$ cat src/design/bft_pkg.sv
// bft_pkg: shared types and constants for the bitcell to flux timing core
// no dependencies; imported by bft_ctrl, bft_datapath, the top level and the checker
`timescale 1ns / 1ps

package bft_pkg;

    // configuration register indexes
    localparam int CFG_IDX_W = 4;
    localparam logic [CFG_IDX_W-1:0] CFG_CELL_PERIOD = 4'd0;
    localparam logic [CFG_IDX_W-1:0] CFG_TRACK_CELLS = 4'd1;
    localparam int CFG_DATA_W = 32;

    // reset values of the configuration registers
    localparam logic [15:0] CELL_PERIOD_RESET = 16'd2304;
    localparam logic [23:0] TRACK_CELLS_RESET = 24'd100000;

    // fixed point and result limits
    localparam int FRAC_BITS = 4;
    localparam int MAX_RESULTS = 32;
    localparam int EMIT_CNT_W = 6;
    localparam int CELL_POS_W = 25;

    typedef enum logic [2:0] {
        ST_IDLE,
        ST_CELL,
        ST_ADVANCE,
        ST_WRAP,
        ST_CLAMP,
        ST_MULT,
        ST_RECORD
    } bft_state_t;

    // commands from the controller to the datapath
    typedef struct packed {
        logic load;      // take a new word
        logic step;      // process one bitcell
        logic advance;   // move track position by one word
        logic wrap_chk;  // compare position to track length and wrap
        logic clamp;     // clear position if still past the track
        logic mult;      // position times cell period
        logic record;    // latch track length, rebase tick position
    } bft_cmd_t;

    // status from the datapath to the controller
    typedef struct packed {
        logic blocked;   // current cell must emit but the output register is full and stalled
    } bft_status_t;

endpackage

$ cat src/design/bft_ctrl.sv
// bft_ctrl: sequencer for the bitcell to flux timing core
// depends on bft_pkg; drives bft_datapath through bft_cmd_t
`timescale 1ns / 1ps

module bft_ctrl
    import bft_pkg::*;
#(
    parameter int WORD_CELLS = 32
)
(
    input  logic        clk,
    input  logic        rst_n,
    input  logic        word_valid,
    output logic        word_stall,
    input  bft_status_t status,
    output bft_cmd_t    cmd
);

    localparam int CNT_W = $clog2(WORD_CELLS);
    localparam logic [CNT_W-1:0] CNT_LAST = CNT_W'(WORD_CELLS - 1);

    bft_state_t       state_reg, state_next;
    logic [CNT_W-1:0] cnt_reg, cnt_next;

    always_ff @(posedge clk or negedge rst_n)
    begin
        if (!rst_n)
        begin
            state_reg <= ST_IDLE;
            cnt_reg   <= '0;
        end
        else
        begin
            state_reg <= state_next;
            cnt_reg   <= cnt_next;
        end
    end

    always_comb
    begin
        state_next = state_reg;
        cnt_next   = cnt_reg;
        cmd        = '0;
        word_stall = 1'b1;
        case (state_reg)
            ST_IDLE:
            begin
                word_stall = 1'b0;
                if (word_valid)
                begin
                    cmd.load   = 1'b1;
                    cnt_next   = '0;
                    state_next = ST_CELL;
                end
            end
            ST_CELL:
            begin
                if (!status.blocked)
                begin
                    cmd.step = 1'b1;
                    cnt_next = cnt_reg + 1'b1;
                    if (cnt_reg == CNT_LAST)
                    begin
                        state_next = ST_ADVANCE;
                    end
                end
            end
            ST_ADVANCE:
            begin
                cmd.advance = 1'b1;
                state_next  = ST_WRAP;
            end
            ST_WRAP:
            begin
                cmd.wrap_chk = 1'b1;
                state_next   = ST_CLAMP;
            end
            ST_CLAMP:
            begin
                cmd.clamp  = 1'b1;
                state_next = ST_MULT;
            end
            ST_MULT:
            begin
                cmd.mult   = 1'b1;
                state_next = ST_RECORD;
            end
            ST_RECORD:
            begin
                cmd.record = 1'b1;
                state_next = ST_IDLE;
            end
            default:
            begin
                state_next = ST_IDLE;
            end
        endcase
    end

endmodule

$ cat src/design/bft_datapath.sv
// bft_datapath: tick accumulator, track position and output register
// depends on bft_pkg; commanded by bft_ctrl
`timescale 1ns / 1ps

module bft_datapath
    import bft_pkg::*;
#(
    parameter int WORD_CELLS = 32
)
(
    input  logic                  clk,
    input  logic                  rst_n,
    input  bft_cmd_t              cmd,
    output bft_status_t           status,
    input  logic [WORD_CELLS-1:0] bitcell_word,
    input  logic                  cfg_we,
    input  logic [CFG_IDX_W-1:0]  cfg_index,
    input  logic [CFG_DATA_W-1:0] cfg_data,
    output logic                  flux_valid,
    input  logic                  flux_stall,
    output logic [15:0]           flux_interval,
    output logic [31:0]           track_ticks,
    output logic                  last_of_word
);

    localparam logic [31:0] CELLS_32 = 32'(WORD_CELLS);
    localparam logic [CELL_POS_W-1:0] CELLS_POS = CELL_POS_W'(WORD_CELLS);
    localparam logic [EMIT_CNT_W-1:0] EMIT_LAST = EMIT_CNT_W'(MAX_RESULTS - 1);
    localparam logic [EMIT_CNT_W-1:0] EMIT_MAX = EMIT_CNT_W'(MAX_RESULTS);

    logic [15:0]             cell_period_reg;
    logic [23:0]             track_cells_reg;
    logic [31:0]             acc_reg, acc_next;
    logic [CELL_POS_W-1:0]   cell_pos_reg, cell_pos_next;
    logic [31:0]             tick_pos_reg, tick_pos_next;
    logic [31:0]             track_len_reg, track_len_next;
    logic                    wrap_reg, wrap_next;
    logic [31:0]             prod_reg;
    logic [WORD_CELLS-1:0]   shift_reg;
    logic [EMIT_CNT_W-1:0]   emit_cnt_reg;
    logic                    out_valid_reg, out_valid_next;
    logic [15:0]             interval_reg;
    logic [31:0]             len_out_reg;
    logic                    last_reg;

    logic [32:0]             sum_wide;
    logic [31:0]             acc_sat;
    logic [27:0]             whole;
    logic [27:0]             whole_m1;
    logic [15:0]             interval;
    logic                    cur_bit;
    logic                    emit;
    logic                    out_free;
    logic                    rest_zero;
    logic                    pos_past;

    assign sum_wide = {1'b0, acc_reg} + {17'b0, cell_period_reg};
    // saturate on accumulator overflow
    assign acc_sat  = sum_wide[32] ? '1 : sum_wide[31:0];
    assign whole    = acc_sat[31:FRAC_BITS];
    assign whole_m1 = whole - 28'd1;

    always_comb
    begin
        if (whole == '0)
        begin
            interval = '0;
        end
        else if (whole_m1[27:16] != '0)
        begin
            interval = 16'hFFFF;
        end
        else
        begin
            interval = whole_m1[15:0];
        end
    end

    assign cur_bit   = shift_reg[WORD_CELLS-1];
    assign emit      = cur_bit && (emit_cnt_reg != EMIT_MAX);
    assign out_free  = !out_valid_reg || !flux_stall;
    assign rest_zero = (shift_reg[WORD_CELLS-2:0] == '0);
    assign pos_past  = (cell_pos_reg >= {1'b0, track_cells_reg});

    assign status.blocked = emit && !out_free;

    always_comb
    begin
        acc_next       = acc_reg;
        cell_pos_next  = cell_pos_reg;
        tick_pos_next  = tick_pos_reg;
        track_len_next = track_len_reg;
        wrap_next      = wrap_reg;
        out_valid_next = out_valid_reg && flux_stall;

        if (cmd.step)
        begin
            acc_next = acc_sat;
            if (cur_bit)
            begin
                // keep only the fraction after a transition
                acc_next = {{(32-FRAC_BITS){1'b0}}, acc_sat[FRAC_BITS-1:0]};
            end
            if (emit)
            begin
                out_valid_next = 1'b1;
            end
        end
        if (cmd.advance)
        begin
            cell_pos_next = cell_pos_reg + CELLS_POS;
            tick_pos_next = tick_pos_reg + 32'(32'(cell_period_reg) * CELLS_32);
        end
        if (cmd.wrap_chk)
        begin
            wrap_next = pos_past;
            if (pos_past)
            begin
                cell_pos_next = cell_pos_reg - {1'b0, track_cells_reg};
            end
        end
        if (cmd.clamp && wrap_reg && pos_past)
        begin
            cell_pos_next = '0;
        end
        if (cmd.record && wrap_reg)
        begin
            // new tick position is what remains past the wrap point
            track_len_next = tick_pos_reg - prod_reg;
            tick_pos_next  = prod_reg;
        end
    end

    always_ff @(posedge clk or negedge rst_n)
    begin
        if (!rst_n)
        begin
            cell_period_reg <= CELL_PERIOD_RESET;
            track_cells_reg <= TRACK_CELLS_RESET;
            acc_reg         <= '0;
            cell_pos_reg    <= '0;
            tick_pos_reg    <= '0;
            track_len_reg   <= '0;
            wrap_reg        <= 1'b0;
            out_valid_reg   <= 1'b0;
            emit_cnt_reg    <= '0;
        end
        else
        begin
            if (cfg_we && cfg_index == CFG_CELL_PERIOD)
            begin
                cell_period_reg <= cfg_data[15:0];
            end
            if (cfg_we && cfg_index == CFG_TRACK_CELLS)
            begin
                track_cells_reg <= cfg_data[23:0];
            end
            acc_reg       <= acc_next;
            cell_pos_reg  <= cell_pos_next;
            tick_pos_reg  <= tick_pos_next;
            track_len_reg <= track_len_next;
            wrap_reg      <= wrap_next;
            out_valid_reg <= out_valid_next;
            if (cmd.load)
            begin
                emit_cnt_reg <= '0;
            end
            else if (cmd.step && emit)
            begin
                emit_cnt_reg <= emit_cnt_reg + 1'b1;
            end
        end
    end

    always_ff @(posedge clk)
    begin
        if (cmd.load)
        begin
            shift_reg <= bitcell_word;
        end
        else if (cmd.step)
        begin
            shift_reg <= {shift_reg[WORD_CELLS-2:0], 1'b0};
        end
        if (cmd.mult)
        begin
            prod_reg <= 32'({7'b0, cell_pos_reg} * {16'b0, cell_period_reg});
        end
        if (cmd.step && emit)
        begin
            interval_reg <= interval;
            len_out_reg  <= track_len_reg;
            last_reg     <= rest_zero || (emit_cnt_reg == EMIT_LAST);
        end
    end

    assign flux_valid    = out_valid_reg;
    assign flux_interval = interval_reg;
    assign track_ticks   = len_out_reg;
    assign last_of_word  = last_reg;

endmodule

$ cat src/design/bitcell_to_flux_timing_core.sv
// bitcell_to_flux_timing_core: top level of the bitcell to flux interval converter
// depends on bft_pkg, bft_ctrl and bft_datapath
`timescale 1ns / 1ps

// Takes words of WORD_CELLS disk bitcells (first cell in the msb) and emits one
// flux interval beat per transition (set cell), in cell order, with last_of_word
// on the final beat of the word; track_ticks shows the track length recorded
// before the word. A word goes one bitcell per cycle, unless stalled, through the
// saturating tick accumulator, then through the track position update (advance,
// wrap, clamp, multiply, record); a new word is taken only after that. A cell with a
// transition waits while the output register is full and flux_stall is high.
// cfg_ready is always high; configuration must be written only while the core is idle; the core does not check.

module bitcell_to_flux_timing_core
    import bft_pkg::*;
#(
    parameter int WORD_CELLS = 32
)
(
    input  logic                  clk,
    input  logic                  rst_n,
    input  logic                  word_valid,
    output logic                  word_stall,
    input  logic [WORD_CELLS-1:0] bitcell_word,
    output logic                  flux_valid,
    input  logic                  flux_stall,
    output logic [15:0]           flux_interval,
    output logic [31:0]           track_ticks,
    output logic                  last_of_word,
    input  logic                  cfg_valid,
    output logic                  cfg_ready,
    input  logic [CFG_IDX_W-1:0]  cfg_index,
    input  logic [CFG_DATA_W-1:0] cfg_data
);

    bft_cmd_t    cmd;
    bft_status_t status;

    assign cfg_ready = 1'b1;

    bft_ctrl #(
        .WORD_CELLS (WORD_CELLS)
    ) u_ctrl (
        .clk        (clk),
        .rst_n      (rst_n),
        .word_valid (word_valid),
        .word_stall (word_stall),
        .status     (status),
        .cmd        (cmd)
    );

    bft_datapath #(
        .WORD_CELLS (WORD_CELLS)
    ) u_datapath (
        .clk           (clk),
        .rst_n         (rst_n),
        .cmd           (cmd),
        .status        (status),
        .bitcell_word  (bitcell_word),
        .cfg_we        (cfg_valid && cfg_ready),
        .cfg_index     (cfg_index),
        .cfg_data      (cfg_data),
        .flux_valid    (flux_valid),
        .flux_stall    (flux_stall),
        .flux_interval (flux_interval),
        .track_ticks   (track_ticks),
        .last_of_word  (last_of_word)
    );

endmodule

$ cat config.mk
export PLATFORM = sky130hd
export DESIGN_NAME = bitcell_to_flux_timing_core
export DESIGN_NICKNAME = d
export VERILOG_FILES = /design/src/design/bft_pkg.sv /design/src/design/bft_ctrl.sv /design/src/design/bft_datapath.sv /design/src/design/bitcell_to_flux_timing_core.sv
export SDC_FILE = /design/constraint.sdc
export NUM_CORES = 2
export LEC_CHECK = 0
export ABC_AREA = 1
export BUFFER_PORTS_ARGS = -buffer_cell sky130_fd_sc_hd__buf_2
export CORE_UTILIZATION = 30
export CTS_BUF_LIST = sky130_fd_sc_hd__clkbuf_8
export CTS_CLUSTER_SIZE = 16
export DETAILED_ROUTE_END_ITERATION = 7
export PLACE_DENSITY = 0.48
export RECOVER_POWER = 25
export SYNTH_ARGS = -nofsm -noshare
export SYNTH_HDL_FRONTEND = slang
export SYNTH_SLANG_ARGS = --single-unit
$ cat constraint.sdc
create_clock -name clk -period 9.55 [get_ports clk]
set_input_delay 0.955 -clock clk [delete_from_list [all_inputs] [get_ports clk]]
set_output_delay 0.955 -clock clk [all_outputs]
set_load 0.005 [all_outputs]
==> reports/metrics.cfg <==
[setup_path]
crit_top_cell = fa_1
worst-r2r-setup-slack_ps = 2740
critPathSlowestCell = dfrtp_1
start_kind = flip-flop
crit_fanout = 17
worst_setup_path_end_kind = flip-flop
cp_data_arrival_time_ps = 7230
cpPeakStageDelay_ps = 790
worstPathRequired_ps = 9970
crit_chain = buf_4 > nand2_1 > inv_1 > fa_1 > inv_1 > fa_1 > fa_1 > inv_1 > fa_1 > fa_1 > inv_1 > fa_1 > inv_1 > ha_1 > a21oi_1 > o21ai_0 > a211oi_1 > o21bai_1 > a21oi_1 > o21ai_0 > a31oi_1 > xor2_1
crit_type = flip-flop to flip-flop

[cts]
post_cts_buffers = 0
cts_buffers = 58
post_cts_resize_count = 0
clock-sinks = 290
clock_latency_ps = 710
clock-root-buffer = clkbuf_8
htreeDepth = 2
cts_tree = built
clockBufferDepth = 3
holdBufCountCts = 0
clkTransAtPathRegs_ps = 60

[floorplan]
row_count = 114
die_x_um = 316
die-area_um2 = 99800
dieHeight_um = 316
initial_utilization_pct = 30.4
core_um2 = 97100
ios = 125

[yosys]
netlist_area_um2 = 29600
synth_edf_count = 113
synth.distinct_cells = 59
synth.area.top_cells = fa_1, dfrtp_1, nand2_1
synth_top_area_share_pct = 19.6
synthCells = 3818
synth_seq_area_share_pct = 26.5
synth_seq_cells = 290
syn_nets = 4349
syn_avg_cell_area_um2 = 7.75
synth_area_leader_cell = fa_1
ys_warn_count = 0
synth_ff_type = dfrtp_1
ys_async_sr_fraction_pct = 61.0

[place]
dpl.hpwl_um = 65300
io_buffers = 115
placed_cells = 5119
gp_routability_congestion = 0.874

[hold_path]
holdCritPathClass = flip-flop to flip-flop

[finish]
multi_input_area_um2 = 18100
final_cells = 5228
n_fill_cell = 10470
final_nets = 4434
seqCellArea_um2 = 7830
utilization_pct = 33.8
area_delta_synth_final_pct = 11.0
drive_gt1_share_pct = 8.40

[sta]
skew_ps = 50.3
hold_violations = 0
rsz0062_at_grt = no
fmax_mhz = 147
tns_ps = 0
finalSetupViolations = 0
post-route-period-util_pct = 71.4
worstMarginPinSlew_ps = 3760
timing.final.crit_period_ps = 6810
drv_slew = 141
slew_headroom_pct = -150

[route]
drt_iter0_drc = 1422
wire_per_inst_um = 16.1
drc = 0
drtAntennaViolNets = 0
first_pass_iters = 8
wirelength_um = 84000
vias = 24194
post_drt_via_cell_ratio = 4.63

[run_status]
violations = max-capacitance violations, max-slew violations
outcome = finished with violations

[grt]
grt.total_usage_pct = 17.3
grt_pass1_vias = 24837
grt_max_degree = 69
grt_overflow = 0
grt_antenna_before_repair = 1
grt_pass1_wl_um = 135000

[flow_run]
maxCapViolCount = 3

-- worst max-delay path, delay by kind of cell, from the launching register on --
family | cells | cell delay, ps
buf+inv | 6 | 670
xor+xnor | 1 | 80
fa+ha+maj | 7 | 3220
simple gates | 1 | 80
compound gates | 7 | 1670
flops | 1 | 790
-- cell type report --
class                   instances  area share [%]
clock buffers                  69            2.89
diodes                          1         0.00762
flip-flops and latches        290            23.9
multi-input cells            2564            55.1
repair buffers                162            2.78
clock inverters                39           0.999
well taps                    1276            4.86
inverters                     827            9.47
-- synth_stat cells (all sizes together) (2+ instances only) --
library cell,count
nand3b,3
edfxtp,113
inv,821
dfrtp,169
o22ai,20
or2,12
o31ai,2
o21a,11
a21boi,4
nand3,161
o211ai,20
xnor2,57
xor2,81
a2111oi,2
clkinv,6
nor3,44
nand2,1060
clkbuf,115
a31oi,17
a21oi,144
o21ai,147
o21bai,12
o221ai,26
a21o,6
buf,22
nor3b,2
ha,168
nand4,38
a22o,2
dfstp,8
o311ai,2
nor4,13
fa,290
nor2,205
a211oi,7
-- cell usage in the layout, fill, tap and decap left out, types with 8 or more instances in the layout --
master,instances
dfstp_2,8
nand3_1,141
o22ai_1,20
a31oi_1,17
o211ai_1,20
a21oi_1,142
o21ai_0,144
clkbuf_8,69
xor2_1,81
or2_2,11
o21a_1,11
buf_4,43
nand2_1,1049
nor2_2,20
edfxtp_1,113
nor4_1,13
xnor2_1,57
ha_1,168
nor2_1,179
clkinv_2,10
fa_1,290
buf_2,114
nand3_2,19
clkinv_1,12
nand4_1,38
nor3_1,42
o21bai_1,12
inv_1,829
dfrtp_1,169
o221ai_1,26
-- path summary, 6_finish.rpt --
path | from | to | cells after the start
max in group asynchronous | rst_n | u_datapath.track_len_reg[17]$_DFFE_PN0P_ | 3
hold / removal | u_datapath.track_len_reg[4]$_DFFE_PN0P_ | u_datapath.track_ticks[4]$_DFFE_PP_ | 0
setup / recovery | u_datapath.cell_period_reg[4]$_DFFE_PN0P_ | u_datapath.prod_reg[28]$_DFFE_PN_ | 22
min in group asynchronous | rst_n | u_datapath.emit_cnt_reg[5]$_DFFE_PN0P_ | 1
setup reg to reg | u_datapath.cell_period_reg[4]$_DFFE_PN0P_ | u_datapath.prod_reg[28]$_DFFE_PN_ | 22
hold reg to reg | u_datapath.track_len_reg[4]$_DFFE_PN0P_ | u_datapath.track_ticks[4]$_DFFE_PP_ | 0
-- routing by layer --
metal / global-route usage, % / wire length [um] / vias to the layer above
li1: - / - / 11970
met1: 23.8 / 39900 / 11580
met2: 27.6 / 37400 / 529
met3: 2.58 / 3930 / 115
met4: 5.84 / 2740 / 0
met5: 0 / 0 / -
-- kinds of logic after synthesis --
family	count (synthesis)	synth area share (%)
compound gates	426	8.38
xor+xnor	138	4.09
fa+ha+maj	458	26.7
buf+inv	964	12.4
flops	290	26.5
other cells	1	0.0127
simple gates	1541	21.9
-- stage by stage --
| step | instance area, um2 | hold WS, ps | setup slack, ps |
|---|---|---|---|
| 4_1_cts | 32800 | 196 | 2670 |
| 5_1_grt | 32800 | 454 | 2090 |
| 3_3_place_gp | 31600 | 432 | 2710 |
| 2_1_floorplan | 29600 | 425 | 3380 |
| 3_5_place_dp | 31600 | 434 | 2680 |
| 6_report | 32800 | 446 | 2740 |
Power is not shown: default switching activity piles up to over one toggle a cycle in this logic, so the estimate is an artifact.
